File: src/rtl/cns_div.sv
// ----------------------------------------------------------------------------
// cns_div - iterative unsigned divider
// Restoring division, one quotient bit per cycle.
// ----------------------------------------------------------------------------
module cns_div #(
	parameter int ND = 13,
	parameter int DW = 7
) (
	input  logic          clk,
	input  logic          arst_n,
	input  logic          start,
	input  logic [ND-1:0] dividend,
	input  logic [DW-1:0] divisor,
	output logic          busy,
	output logic [ND-1:0] quotient
);
	localparam int CW = $clog2(ND + 1);

	logic          run_q;
	logic [CW-1:0] cnt_q;
	logic [ND-1:0] quo_q;
	logic [DW-1:0] rem_q;
	logic [DW-1:0] div_q;
	logic [DW:0]   shifted_c;
	logic [DW:0]   diff_c;
	logic          fits_c;

	always_comb begin
		shifted_c = {rem_q, quo_q[ND-1]};
		diff_c    = shifted_c - {1'b0, div_q};
		fits_c    = shifted_c >= {1'b0, div_q};
	end

	always_ff @(posedge clk or negedge arst_n) begin
		if (!arst_n) begin
			run_q <= 1'b0;
			cnt_q <= '0;
		end else if (start) begin
			run_q <= 1'b1;
			cnt_q <= CW'(ND);
		end else if (run_q) begin
			cnt_q <= cnt_q - CW'(1);
			if (cnt_q == CW'(1)) begin
				run_q <= 1'b0;
			end
		end
	end

	always_ff @(posedge clk) begin
		if (start) begin
			quo_q <= dividend;
			rem_q <= '0;
			div_q <= divisor;
		end else if (run_q) begin
			// remainder stays below the divisor, so DW bits hold it
			rem_q <= fits_c ? diff_c[DW-1:0] : shifted_c[DW-1:0];
			quo_q <= {quo_q[ND-2:0], fits_c};
		end
	end

	assign busy     = run_q;
	assign quotient = quo_q;

endmodule

File: config.mk
export PLATFORM = sky130hd
export DESIGN_NAME = cns_div
export DESIGN_NICKNAME = d
export VERILOG_FILES = /design/src/rtl/cns_div.sv
export SDC_FILE = /design/constraint.sdc
export NUM_CORES = 1
export LEC_CHECK = 0
export ABC_CLOCK_PERIOD_IN_PS = 4400
export BUFFER_PORTS_ARGS = -buffer_cell sky130_fd_sc_hd__buf_2
export CAP_MARGIN = 5
export CORE_MARGIN = 4
export CORE_UTILIZATION = 25
export DETAILED_ROUTE_END_ITERATION = 16
export GPL_ROUTABILITY_DRIVEN = 0
export MAX_ROUTING_LAYER = met4
export PLACE_DENSITY = 0.5
export SLEW_MARGIN = 20
export SYNTH_ARGS = -nofsm -noshare
export SYNTH_HDL_FRONTEND = slang
export SYNTH_SLANG_ARGS = --single-unit
File: constraint.sdc
create_clock -name clk -period 4.4 [get_ports clk]
set_input_delay 0.22 -clock clk [delete_from_list [all_inputs] [get_ports clk]]
set_output_delay 0.22 -clock clk [all_outputs]
set_load 0.05 [all_outputs]
==> Word-level counts from Yosys, hierarchy flattened <==
Cells that the tools add are included.
{ "totals": {"output_inout_bits": 14, "elab_cells": 18, "reg_bits": 32} }
{ "op_classes": {"muxes": 8, "n_reduce_logical": 1, "eq_ne": 1, "magnitude_cmp": 1, "n_addsub": 2} }
{ "ops": {"columns": ["op", "count"], "rows": [
  ["$mux 13", 2],
  ["$ge 8x7->1", 1],
  ["$mux 4", 2],
  ["$mux 7", 1],
  ["$sub 7x7->7", 1],
  ["$eq 4x1->1 const B", 1],
  ["$sub 4x1->4 const B", 1],
  ["$mux 1", 3],
  ["$reduce_bool 2->1", 1]
]} }

==> Depth between registers and ports, before layout <==
{ "logic_depth": {"depth_word": 4, "ltp_mapped": 9} }

==> Worst setup path after synthesis <==
No wires, ideal clock.
{ "synth_timing": {"path_type": "register to register", "startpoint": "register quo_q[12] (netlist: quotient[12])", "endpoint": "register rem_q[0]", "synth_period_minus_slack_ps": 2559, "t_required_ps": 4312, "path_stages_with_launch": 10, "path_slack_ps": 1841, "t_arrival_ps": 2471, "cell_sequence": "edfxtp_1 inv_1 ha_1 fa_1 nand2b_1 a211o_1 buf_6 and3_1 buf_6 a311oi_2"} }
{ "synth_between": {"elab_chain_cells": 2, "elab_cells_between_ends": 3, "classes_between": "add/sub (1); order compare (1); mux (1)"} }
{ "synth_rtl": {"columns": ["element", "line_no", "source"], "rows": [
  ["from (decl)", "21", "logic [ND-1:0] quo_q;"],
  ["from (signal assigned)", "51", "quo_q <= dividend;"],
  ["from (signal assigned)", "57", "quo_q <= {quo_q[ND-2:0], fits_c};"],
  ["$sub 7x7->7 or $ge 8x7->1 (tied branches)", "30, 31", null],
  ["$mux 7 *", "56", "rem_q <= fits_c ? diff_c[DW-1:0] : shifted_c[DW-1:0];"],
  ["to (signal assigned)", "56", null],
  ["to (decl)", "22", "logic [DW-1:0] rem_q;"]
]} }
Mark *: on every way between the ends. The rest lies on a longest branch, timed or not.
A chain may end at the register's enable or synchronous reset.

==> Worst setup path after layout <==
{ "layout_timing": {"startpoint": "register quo_q[12] (netlist: quotient[12])", "endpoint": "register rem_q[2]"} }
The elaborated chain is that of the path after synthesis.

==> reports/metrics.yaml <==
p_leak_uw: 0.000889
clkSinkCount: 32
htree_levels: 2
synth-adder-area-share: 0.0716
ys_top_cells_by_area: "edfxtp_1 (32%), dfxtp_1 (7.6%), mux2_2 (7.3%)"
setup-tns-final_ns: 0
power.density_nw_per_um2: 474
synth_common_cells: "edfxtp_1 (20), inv_1 (14), mux2_2 (12), nor2_1 (11), ha_1 (9)"
routed_wl_um: 3720
syn_to_final_growth_pct: 19.3
synth_compound_area_frac: 0.148
cts_buffer_depth: 2
vdd_ir_drop_max_mv: 0.337
final_max_slew_viol_count: 0
synth_top_area_share: 0.324
nFillCells: 785
min_period_ns: 2.31
synthMuxAreaShare: 0.0784
grt_pass1_wl_um: 6390
clkLatencyLatePin_ns: 0.28
synth_edf_count: 20
grt_use_total: 0.0929
syn_avg_cell_area_um2: 11.3
rsz0062_at_grt: "no"
synthArstFlopShare: 0.156
ff_latch_area_um2: 866
insertedDiodeCount: 0
grt_max_degree: 41
grt_overflow: 0
yosysWarnings: 0
drive_gt1_frac: 0.332
place_inst: 289
cp.arrival_ns: 2.50
min_path_cells: 1
seq_area_frac_synth: 0.468
hold_viol: 0
synth_area_leader_cell: "edfxtp_1"
viasPerCell: 4.44
worst_pin_slew_ns: 0.826
hp-start: "divisor[1]"
synth_xor_area_frac: 0.0236
die_y_um: 94.1
setup_viol: 0
die_w_um: 94.1
fmax_mhz: 432
drt_iter0_markers: 32
ios: 37
synth_most_common_cell: "edfxtp_1"
clock_skew_ns: 0.00226
hold_class: "in2reg"
cp-end-kind: "register"
relSlewSlack: 0.450
hpwlAfterDp_um: 2650
syn_inst: 164
core_um2: 7210
portBuffers: 36
grt_pass1_vias: 1303
vias: 1324
synthFlopType: "edfxtp_1"
cap_violations: 0
ys_types: 45
num-nets-final: 231
synth_top_family_by_area: "simple AND/OR/NAND/NOR gates"
required_ns: 4.59
antenna_found_initial: 0
num_rows: 31
synth-simple-area-share: 0.151
cp_max_fo: 9
routedWlPerCell_um: 12.5
path_class: "reg2reg"
post-cts-setup-buffers: 0
cts_tree: "yes"
die_area_um2: 8850
initial_utilization: 0.257
syn_nets: 197
period_share: 0.526
ant_nets: 0
synth-seq-cells: 32
cts_resized: 0
r2r-start: "quotient[12]$_DFFE_PP_"
worst_r2r_path_depth: 7
numCtsBuffers: 5
r2r_slack_ns: 2.09
r2r_end: "rem_q[2]$_SDFFE_PP0P_"
min_to: "div_q[1]$_DFFE_PP_"
root_buffer: "clkbuf_8"
drc_errors: 0
path_clk_slew_ns: 0.07
outcome: "finished, final reports clean"
synthesis.area_um2: 1850
dr.pass1.iters: 4
critPathLaunchType: "register"
multi_input_area_um2: 876
final_cells: 298
-- worst max path at each step --
stage,start,endpoint,cells after the start
after floorplan,quotient[12]$_DFFE_PP_,rem_q[0]$_SDFFE_PP0P_,9
after global placement,quotient[12]$_DFFE_PP_,rem_q[0]$_SDFFE_PP0P_,7
after detailed placement,quotient[12]$_DFFE_PP_,rem_q[2]$_SDFFE_PP0P_,7
after CTS,quotient[12]$_DFFE_PP_,rem_q[2]$_SDFFE_PP0P_,7
after global routing,quotient[12]$_DFFE_PP_,rem_q[2]$_SDFFE_PP0P_,7
final,quotient[12]$_DFFE_PP_,rem_q[2]$_SDFFE_PP0P_,7
-- per-layer routing --
metal,vias to the layer above,track usage,share of wire
li1,667,-,-
met1,616,0.128,0.50
met2,35,0.131,0.42
met3,6,0.0288,0.062
met4,0,0.0253,0.012
met5,-,-,0
-- report_power, final --
group	internal, µW	leakage [µW]	switching (µW)	total [µW]
logic	154	0.000522	242	395
registers	371	0.000316	32.5	404
clock network	143	0.0000515	106	249
-- critical path: stages, from the launching register on --
cell	delay, ns
edfxtp_1	0.34
inv_1	0.06
ha_1	0.22
fa_1	0.40
nand2b_1	0.20
a211o_1	0.38
and3_1	0.33
a311oi_2	0.30
-- registers in the layout, indices dropped and copies added, names as in the netlist --
register	cells
cnt_q	4
busy	1
div_q	7
rem_q	7
quotient	13
-- logic make-up after synthesis --
logic type | Yosys count
AND/OR/NAND/NOR | 48
adder cells (fa/ha/maj) | 10
XOR/XNOR | 5
AO/OA/AOI/OAI | 32
buffers and inverters | 24
multiplexers | 13
flip-flops | 32
-- stage by stage --
stage	power, µW	utilization	setup WS [ns]	area (µm²)	hold WS (ns)
2_1_floorplan	724	-	1.84	1850	-0.0756
3_3_place_gp	806	0.291	2.15	2100	0.0454
3_5_place_dp	804	0.291	2.10	2100	0.0434
4_1_cts	1060	0.306	2.07	2210	0.105
5_1_grt	1120	0.306	1.97	2210	0.0992
6_report	1050	0.306	2.09	2210	0.115
-- timing repair --
| item | 4_1_cts | 5_1_grt |
|---|---|---|
| endpoints found under the hold margin | 5 | 0 |
| setup endpoints to repair | 0 | 0 |
| hold buffers | 1 | 0 |
-- area by class of cell --
type,count,area share
Tap cell,99,0.0561
Clock buffer,8,0.0453
Timing Repair Buffer,37,0.0861
Multi-Input combinational cell,108,0.397
Sequential cell,32,0.392
Inverter,14,0.0238
-- cells in the final DEF, fill, tap and decap left out, types with 3 or more instances in the layout --
cell | Yosys | layout
edfxtp_1 | 20 | 20
nor2_1 | 11 | 11
buf_2 | 1 | 36
clkbuf_8 | 0 | 7
dfrtp_1 | 5 | 5
o21bai_1 | 3 | 3
ha_1 | 9 | 9
xnor2_1 | 4 | 4
nor3b_1 | 6 | 6
a21o_1 | 4 | 4
inv_1 | 14 | 14
dfxtp_1 | 7 | 7
nand3b_1 | 3 | 3
or3b_2 | 3 | 3
a211oi_1 | 4 | 4
nand2b_1 | 7 | 7
a41oi_1 | 4 | 4
nand2_1 | 8 | 8
mux2_2 | 12 | 12
(Power assumes the default switching activity.)
