<file path="src/rtl/cns_mul.sv">
// ----------------------------------------------------------------------------
// cns_mul - shared signed multiplier
// One registered signed product per cycle; the sequencer steers the operands.
// ----------------------------------------------------------------------------
module cns_mul #(
	parameter int AW = 18,
	parameter int BW = 8
) (
	input  logic                    clk,
	input  logic signed [AW-1:0]    a,
	input  logic signed [BW-1:0]    b,
	output logic signed [AW+BW-1:0] p
);
	logic signed [AW+BW-1:0] p_q;

	always_ff @(posedge clk) begin
		p_q <= a * b;
	end

	assign p = p_q;

endmodule

</file>
<file path="config.mk">
export PLATFORM = sky130hd
export DESIGN_NAME = cns_mul
export DESIGN_NICKNAME = d
export VERILOG_FILES = /design/src/rtl/cns_mul.sv
export SDC_FILE = /design/constraint.sdc
export NUM_CORES = 1
export LEC_CHECK = 0
export BUFFER_PORTS_ARGS = -buffer_cell sky130_fd_sc_hd__buf_2
export CORE_AREA = 2 2 131 133
export DETAILED_ROUTE_END_ITERATION = 10
export DIE_AREA = 0 0 133 135
export HOLD_SLACK_MARGIN = 0.15
export PLACE_DENSITY = 0.62
export SYNTH_ARGS = -nofsm -noshare
export SYNTH_HDL_FRONTEND = slang
export SYNTH_SLANG_ARGS = --single-unit
</file>
<file path="constraint.sdc">
create_clock -name clk -period 7.25 [get_ports clk]
set_clock_uncertainty 0.2 [all_clocks]
set_input_delay 1.8125 -clock clk [delete_from_list [all_inputs] [get_ports clk]]
set_output_delay 1.8125 -clock clk [all_outputs]
set_load 0.02 [all_outputs]
</file>
Word level (Yosys, flattened, before mapping)
Index checks and enable logic that the tools add are counted.
{"block": "totals", "wordCells": 2, "out_inout_bits": 26, "ff_bits": 26, "input_bits": 27}
{"block": "classes", "mul": 1}
{"op": "$mul A18 B8 Y26", "count": 1}

Depth between registers and ports, before layout
Gate-level depths: netlist of run 1.
{"block": "logic_depth", "word_depth": 1, "depth_mapped": 18, "ltp_nobuf": 17}

Least setup slack after synthesis of run 1
Ideal clock, no wire load.
{"block": "synth_timing", "path_type": "input to register", "from": "input port b[7]", "to": "register p_q[25] (netlist: p[25])", "path_buffers": 1, "t_required_ps": 6947, "setup_time_ps": 103, "t_arrival_ps": 5927, "setup_slack_ps": 1020, "path_stages": 16, "cell_sequence": "inv_1 > buf_1 > nor2_1 > fa_1 > fa_1 > fa_1 > inv_1 > fa_1 > inv_1 > ha_1 > a21o_1 > a31o_1 > a311oi_2 > nor3_2 > o211a_1 > a2111oi_2"}
{"block": "synth_between", "elab_chain_len": 1}
{"element": "start, declared", "line_no": "11", "rtl": "input logic signed [BW-1:0] b,"}
{"element": "$mul A18 B8 Y26", "line_no": "17", "rtl": "p_q <= a * b;"}
{"element": "end signal, assigned", "line_no": "17"}
{"element": "end, declared", "line_no": "14", "rtl": "logic signed [AW+BW-1:0] p_q;"}
No other way between the ends.

Worst setup path after layout of run 1
Same ends and word-level chain as after synthesis.

==> results of run 1 <==
[worst max-delay path, delay by kind of cell]
kind / cells / cell delay [ps]
buffers and inverters: 4 / 670
AO/OA/AOI/OAI: 5 / 1370
AND/OR/NAND/NOR: 2 / 240
adder cells (fa/ha/maj): 5 / 2280
[metal layers]
layer | track usage [%] | part of all wire, %
met1 | 18.6 | 41
met2 | 29.2 | 53
met3 | 1.91 | 4.0
met4 | 3.35 | 2.1
met5 | 0 | 0
[cells in the mapped netlist, types with 3 or more instances]
master	n
a21o_1	6
a21oi_1	21
a31oi_1	3
and2_1	100
and3_1	5
clkbuf_1	8
dfxtp_1	26
fa_1	115
ha_1	49
inv_1	147
nand2_1	41
nand2b_1	3
nand3_1	4
nor2_1	23
nor3_1	7
o21ai_0	7
o21bai_1	5
xnor2_1	15
xor2_1	6
[cells by family (layout without fill, tap and decap cells)]
logic type | after synthesis | count (layout)
fa+ha+maj | 164 | 164
compound gates | 59 | 59
mux | 1 | 1
xor+xnor | 21 | 21
flops | 26 | 26
buf+inv | 156 | 204
simple gates | 195 | 195
[power by group]
group | internal (W) | leakage [nW] | switching, W | total (W)
logic | 0.000818 | 2.91 | 0.00112 | 0.00194
clock network | 0.000110 | 0.0511 | 0.0000528 | 0.000163
registers | 0.000237 | 0.219 | 0.0000186 | 0.000255
[area by class of cell]
type / instances / area [um^2]
repair buffers: 53 / 268
clock buffers: 3 / 75.1
clock inverters: 1 / 30.0
flip-flops and latches: 26 / 520
multi-input cells: 440 / 4580
well taps: 220 / 275
fillers: 1667 / 10100
inverters: 147 / 552
[worst max path at each step]
stage	to	startpoint	slack [ps]	cells past startpoint
floorplan	p[25]	b[7]	1020	16
global placement	p[25]	b[7]	640	16
detailed placement	p[25]	b[7]	580	16
CTS	p[25]	b[7]	880	16
global route	p[25]	b[7]	500	16
finish	p[25]	b[7]	850	16
[stage by stage]
step	std cells	hold WS, ps
finish	890	1720
global route	890	1740
CTS	890	1730
detailed placement	886	2010
global placement	886	2020
floorplan	622	1730
==> impl_metrics.py, run 1 <==
metrics = {
    "finish": {
        "antenna_cells": 0,
        "drive_above_1_share_pct": 9.55,
        "postLayoutCellArea_mm2": 0.00630,
        "utilization_pct": 38.4,
        "syn2layout_area_growth_pct": 10.8,
        "fin_nets": 862,
        "mostFrequentLayoutCell": "inv_1",
        "largest_reg_flops": 26,
        "layout_common_cells": "inv_1, fa_1, and2_1, buf_2, ha_1",
    },
    "timing": {
        "slew_headroom_pct": 59.2,
        "post-route-min-period_ps": 6400,
        "finalSetupTns_ps": 0,
        "rsz0062_at_grt": "false",
        "setup_slack_ps": 847,
        "period_share_pct": 88.3,
        "setup_viol": 0,
        "finalMaxSlewViolations": 0,
        "max_freq_mhz": 156,
        "tightest_slew_ps": 612,
        "hold_viol_final": 0,
    },
    "place": {
        "dpl.hpwl_um": 10400,
        "dpl_cell_area_mm2": 0.00620,
        "post-place-ws_ps": 585,
        "gp_congestion": 0.837,
        "portBuffers": 52,
    },
    "setup_path": {
        "arrival_ps": 6370,
        "critPathMaxStageDelay_ps": 520,
        "end_kind": "register",
        "critPathSlowestCell": "fa_1",
        "path_max_fanout": 16,
        "crit_type": "in -> reg",
        "required_ps": 7220,
        "crit_top_cell": "fa_1",
        "start_kind": "input port",
        "crit_chain": "buf_2 -> inv_1 -> nor2_1 -> fa_1 -> fa_1 -> fa_1 -> inv_1 -> fa_1 -> inv_1 -> ha_1 -> a21o_1 -> a31o_1 -> a311oi_2 -> nor3_2 -> o211a_1 -> a2111oi_2",
    },
    "yosys": {
        "synth_area_mm2": 0.00569,
        "yosysSeqAreaShare_pct": 9.15,
        "netlist.area_leader.share_pct": 40.5,
        "synth_cells": 622,
        "synth_top_cell_by_area": "fa_1",
        "synth-compound-area-share_pct": 7.15,
        "synth-edff-count": 0,
        "synthXorXnorAreaFrac_pct": 3.23,
        "synth_top_family_by_area": "adder cells",
        "ys_warn_count": 0,
        "synth_fp_nets": 813,
        "synth_seq_cells": 26,
        "synthMuxAreaShare_pct": 0.198,
        "synthTopCellsByArea": "fa_1, and2_1, ha_1",
        "synth_fa_ha_area_share_pct": 51.3,
        "synth-simple-area-share_pct": 18.7,
        "ys_types": 43,
        "syn_avg_cell_area_um2": 9.14,
        "synth_flop_cell": "dfxtp_1",
        "async_flop_share_pct": 0,
    },
    "die": {
        "dieArea_mm2": 0.0180,
        "placement_rows": 47,
        "die_x_um": 133,
        "fp.coreArea_mm2": 0.0164,
        "die_height_um": 135,
        "io_pins": 53,
        "start_util_pct": 34.7,
    },
    "clock_tree": {
        "clk_pin_slew_ps": 70,
        "root_buffer": "clkbuf_16",
        "cts_inserted_buffers": 3,
        "cts-htree-levels": 1,
        "cts_buffer_depth": 2,
        "cts_setup_buffers": 0,
        "cts-resized-gates": 0,
        "cts_sinks": 26,
        "cts_tree": "built",
        "hold_buffers": 0,
    },
    "worst_hold_path": {
        "hold_depth": 2,
        "min_to": "p[0]",
        "hold_path.startpoint": "a[0]",
        "hp-class": "in -> reg",
    },
    "routing": {
        "avgRoutedWirePerCell_um": 13.9,
        "drtIter0Drc": 171,
        "dr_total_vias": 4176,
        "drt_wl_total_um": 12400,
        "avgViaCountPerCell": 4.69,
        "drt_pre_antenna_iters": 4,
        "drc": 0,
        "drtAntennaViolNets": 0,
    },
    "global_routing": {
        "grt_max_degree": 19,
        "grt_pass1_vias": 4709,
        "antenna_found_initial": 0,
        "grt_use_total_pct": 15.4,
        "grt_pass1_wl_um": 22200,
        "gr-total-overflow": 0,
    },
    "flow_run": {
        "maxCapViolations": 0,
    },
    "power": {
        "finalPower_w": 0.00236,
        "p_per_area_mw_per_mm2": 374,
        "irDropWorstVdd_mv": 0.242,
        "power.leakage_nw": 3.18,
    },
    "run_status": {
        "status": "complete, no violations",
    },
}
Power figures use the tool's default switching activity.
==> run 2, diff against run 1 <==
CORE_AREA = 2 2 115 117   (was 2 2 131 133)
DIE_AREA = 0 0 117 119   (was 0 0 133 135)
PLACE_DENSITY = 0.74   (was 0.62)
REMOVE_ABC_BUFFERS = 1   (was not set)
==> run 2 against run 1 <==
  * Clock power fell by 19%
  * Critical path depth unchanged
  * Combinational power about the same
  * Flip-flop and latch count unchanged
  * Clock-buffer cell count increased by 1
  * Sequential power hardly changed
  * Design area fell by 1.3%
  * Utilization is 9.9 points higher
  * Global-route usage rose by 4.1 points
  * Setup slack better by 7.2 ps
  * Final cell count shrank 5.1%
  * Fmax increased by 0.11%
  * Critical path type unchanged
  * Critical endpoint is now p[18]
  * Largest cell class unchanged
==> impl_metrics.py, run 2 (synthesis results as in run 1) <==
metrics = {
    "place": {
        "dpl_cell_area_mm2": 0.00613,
        "portBuffers": 52,
        "dpl.hpwl_um": 10200,
        "gp_congestion": 0.854,
    },
    "clock_tree": {
        "cts-htree-levels": 1,
        "cts_tree": "built",
        "cts_inserted_buffers": 3,
        "cts_buffer_depth": 2,
        "hold_buffers": 0,
        "clk_pin_slew_ps": 70,
        "cts_sinks": 26,
        "cts_setup_buffers": 0,
        "root_buffer": "clkbuf_16",
        "cts-resized-gates": 0,
    },
    "global_routing": {
        "grt_use_total_pct": 19.5,
        "antenna_found_initial": 0,
        "grt_pass1_vias": 4625,
        "grt_max_degree": 19,
        "gr-total-overflow": 0,
        "grt_pass1_wl_um": 21500,
    },
    "timing": {
        "max_freq_mhz": 156,
        "post-route-min-period_ps": 6400,
        "tightest_slew_ps": 577,
        "finalSetupTns_ps": 0,
        "period_share_pct": 88.2,
        "finalMaxSlewViolations": 0,
        "setup_viol": 0,
        "slew_headroom_pct": 61.5,
        "hold_viol_final": 0,
        "rsz0062_at_grt": "false",
    },
    "setup_path": {
        "start_kind": "input port",
        "path_max_fanout": 16,
        "crit_type": "in -> reg",
        "setup.worst_path.end": "p[18]",
        "startpoint": "b[7]",
        "arrival_ps": 6370,
        "end_kind": "register",
        "required_ps": 7220,
    },
    "finish": {
        "fin_nets": 861,
        "drive_above_1_share_pct": 9.42,
        "syn2layout_area_growth_pct": 9.41,
        "antenna_cells": 0,
        "postLayoutCellArea_mm2": 0.00622,
        "mostFrequentLayoutCell": "inv_1",
        "layout_common_cells": "inv_1, fa_1, and2_1, buf_2, ha_1",
        "largest_reg_flops": 26,
    },
    "power": {
        "power.leakage_nw": 3.17,
        "irDropWorstVdd_mv": 0.255,
        "p_per_area_mw_per_mm2": 376,
    },
    "die": {
        "die_height_um": 119,
        "die_x_um": 117,
        "placement_rows": 42,
        "start_util_pct": 44.2,
        "dieArea_mm2": 0.0139,
        "fp.coreArea_mm2": 0.0129,
        "io_pins": 53,
    },
    "routing": {
        "drc": 0,
        "avgViaCountPerCell": 4.96,
        "dr_total_vias": 4195,
        "drt_pre_antenna_iters": 4,
        "avgRoutedWirePerCell_um": 14.4,
        "drt_wl_total_um": 12200,
        "drtIter0Drc": 214,
        "drtAntennaViolNets": 0,
    },
    "flow_run": {
        "maxCapViolations": 0,
    },
    "run_status": {
        "status": "complete, no violations",
    },
    "worst_hold_path": {
        "hp-class": "in -> reg",
    },
}
-- run 2: cell count changes in the layout (fill, tap and decap cells not counted) --
cell	delta
clkbuf_8	+1
buf_4	-1
bufinv_16	-1
-- run 2: worst min path at each step --
stage,slack (ps),cells past startpoint,startpoint,to
6_report,1660,2,a[0],p[0]
5_1_grt,1670,2,a[0],p[0]
4_1_cts,1650,2,a[0],p[0]
3_5_place_dp,1920,2,a[0],p[0]
3_3_place_gp,1910,2,a[0],p[0]
2_1_floorplan,1730,1,b[0],p[0]
-- run 2: layout make-up --
type | count | area [um^2]
Timing Repair Buffer | 52 | 260
Multi-Input combinational cell | 440 | 4580
Inverter | 147 | 552
Sequential cell | 26 | 520
Tap cell | 176 | 220
Clock buffer | 4 | 88.8
Fill cell | 1243 | 6650
-- run 2: report_power, final --
part           internal, W  leakage, nW  switching, W  total (W)
clock network    0.0000844       0.0442     0.0000480   0.000132
logic             0.000817         2.90       0.00114    0.00195
registers         0.000237        0.219     0.0000188   0.000256
total              0.00114         3.17       0.00120    0.00234
-- run 2: stage by stage --
| stage | hold WS [ps] | util [%] | total power, W | cells | setup slack, ps |
|---|---|---|---|---|---|
| 2_1_floorplan | 1730 | - | 0.00177 | 613 | 1170 |
| 3_3_place_gp | 1910 | 47.6 | 0.00220 | 841 | 635 |
| 3_5_place_dp | 1920 | 47.6 | 0.00223 | 841 | 576 |
| 4_1_cts | 1650 | 48.3 | 0.00237 | 845 | 845 |
| 5_1_grt | 1670 | 48.3 | 0.00265 | 845 | 513 |
| 6_report | 1660 | 48.3 | 0.00234 | 845 | 855 |
-- run 2: layer usage --
| metal | up-vias | track usage, % | routed length (um) |
|---|---|---|---|
| li1 | 1980 | - | - |
| met1 | 2095 | 24.1 | 5070 |
| met2 | 98 | 35.4 | 6350 |
| met3 | 22 | 2.65 | 498 |
| met4 | 0 | 4.85 | 234 |
| met5 | - | 0 | 0 |
-- run 2: critical path, stage by stage --
cell     delay, ps
buf_2          130
inv_1          430
nor2_1         130
fa_1           480
fa_1           460
fa_1           540
inv_1           50
fa_1           520
inv_1           50
ha_1           370
a21o_1         200
a21oi_1        180
nor3b_1        230
or3b_1         410
a31oi_1        220
xnor2_1        170
==> run 3, diff against run 2 <==
==> constraint.sdc (replaced) <==
create_clock -name clk -period 7.25 [get_ports clk]
set_clock_uncertainty 0.2 [all_clocks]
set_input_delay 1.45 -clock clk [delete_from_list [all_inputs] [get_ports clk]]
set_output_delay 1.45 -clock clk [all_outputs]
set_load 0.02 [all_outputs]
==> run 3 against run 2 <==
  * Via count rose by 0.33%
  * Worst hold slack got worse by 370 ps
  * Final cell count unchanged
  * Global-route usage about the same
  * Critical path type unchanged
  * Setup slack improved by 320 ps
  * Flip-flop and latch count unchanged
==> impl_metrics.py, run 3 (synthesis results as in run 1) <==
metrics = {
    "die": {
        "dieArea_mm2": 0.0139,
        "io_pins": 53,
        "placement_rows": 42,
        "die_height_um": 119,
        "start_util_pct": 44.2,
        "die_x_um": 117,
        "fp.coreArea_mm2": 0.0129,
    },
    "finish": {
        "fin_nets": 861,
        "layout_common_cells": "inv_1, fa_1, and2_1, buf_2, ha_1",
        "drive_above_1_share_pct": 9.42,
        "mostFrequentLayoutCell": "inv_1",
        "largest_reg_flops": 26,
        "antenna_cells": 0,
        "syn2layout_area_growth_pct": 9.41,
    },
    "timing": {
        "slew_headroom_pct": 60.8,
        "period_share_pct": 83.8,
        "max_freq_mhz": 165,
        "finalMaxSlewViolations": 0,
        "tightest_slew_ps": 588,
        "finalSetupTns_ps": 0,
        "hold_viol_final": 0,
        "rsz0062_at_grt": "false",
        "setup_viol": 0,
        "post-route-min-period_ps": 6070,
    },
    "routing": {
        "avgRoutedWirePerCell_um": 14.4,
        "avgViaCountPerCell": 4.98,
        "drt_wl_total_um": 12200,
        "dr_total_vias": 4209,
        "drc": 0,
        "drtAntennaViolNets": 0,
        "drt_pre_antenna_iters": 4,
        "drtIter0Drc": 229,
    },
    "setup_path": {
        "crit_family": "adder cells",
        "crit_top_cell": "fa_1",
        "crit_chain": "buf_2 -> inv_1 -> nor2_1 -> fa_1 -> fa_1 -> fa_1 -> inv_1 -> fa_1 -> inv_1 -> ha_1 -> a21oi_1 -> o21ai_1 -> a21oi_1 -> o21ai_0 -> o211a_1 -> a2111oi_2",
        "arrival_ps": 6030,
        "path_max_fanout": 16,
        "end_kind": "register",
        "crit_type": "in -> reg",
        "start_kind": "input port",
        "critPathSlowestCell": "fa_1",
        "critPathMaxStageDelay_ps": 530,
        "required_ps": 7200,
        "critPathBufInv": 4,
    },
    "place": {
        "dpl.hpwl_um": 10200,
        "gp_congestion": 0.853,
        "portBuffers": 52,
    },
    "power": {
        "irDropWorstVdd_mv": 0.270,
        "p_per_area_mw_per_mm2": 377,
        "finalPower_w": 0.00235,
        "power.leakage_nw": 3.17,
    },
    "global_routing": {
        "gr-total-overflow": 0,
        "antenna_found_initial": 0,
        "grt_use_total_pct": 19.5,
        "grt_max_degree": 19,
        "grt_pass1_wl_um": 21700,
        "grt_pass1_vias": 4645,
    },
    "clock_tree": {
        "hold_buffers": 0,
        "cts_sinks": 26,
        "cts_setup_buffers": 0,
        "clk_pin_slew_ps": 70,
        "cts-resized-gates": 0,
        "cts-htree-levels": 1,
        "cts_buffer_depth": 2,
        "cts_inserted_buffers": 3,
        "cts_tree": "built",
        "root_buffer": "clkbuf_16",
    },
    "worst_hold_path": {
        "hp-class": "in -> reg",
    },
    "flow_run": {
        "maxCapViolations": 0,
    },
    "run_status": {
        "status": "complete, no violations",
    },
}
-- run 3: through the flow --
| stage | hold WS (ps) | worst slack [ps] | area [um^2] | cells | util (%) |
|---|---|---|---|---|---|
| after floorplan | 1370 | 1540 | 5650 | 613 | - |
| after global routing | 1300 | 840 | 6220 | 845 | 48.3 |
| final | 1290 | 1180 | 6220 | 845 | 48.3 |
| after detailed placement | 1550 | 898 | 6130 | 841 | 47.6 |
| after global placement | 1550 | 1010 | 6130 | 841 | 47.6 |
| after CTS | 1290 | 1150 | 6220 | 845 | 48.3 |
-- run 3: metal layers --
layer,global-route usage (%),routed length (um),vias to the layer above
li1,-,-,1980
met1,23.7,4950,2091
met2,35.3,6240,113
met3,2.95,708,25
met4,5.37,299,0
met5,0,0,-
-- run 3: power by group --
part	internal (W)	switching, W
Clock	0.0000844	0.0000491
Sequential	0.000237	0.0000183
Combinational	0.000818	0.00114
-- run 3: layout make-up --
cell class / count / area (um^2)
multi-input combinational: 440 / 4580
timing repair buffer: 52 / 260
clock buffer: 4 / 88.8
inverter: 147 / 552
fill: 1231 / 6650
sequential: 26 / 520
tap: 176 / 220
-- run 3: worst paths after layout --
kind  startpoint    end  slack [ps]  depth (start not counted)
max         b[7]  p[25]        1180                         16
min         a[0]   p[0]        1290                          2
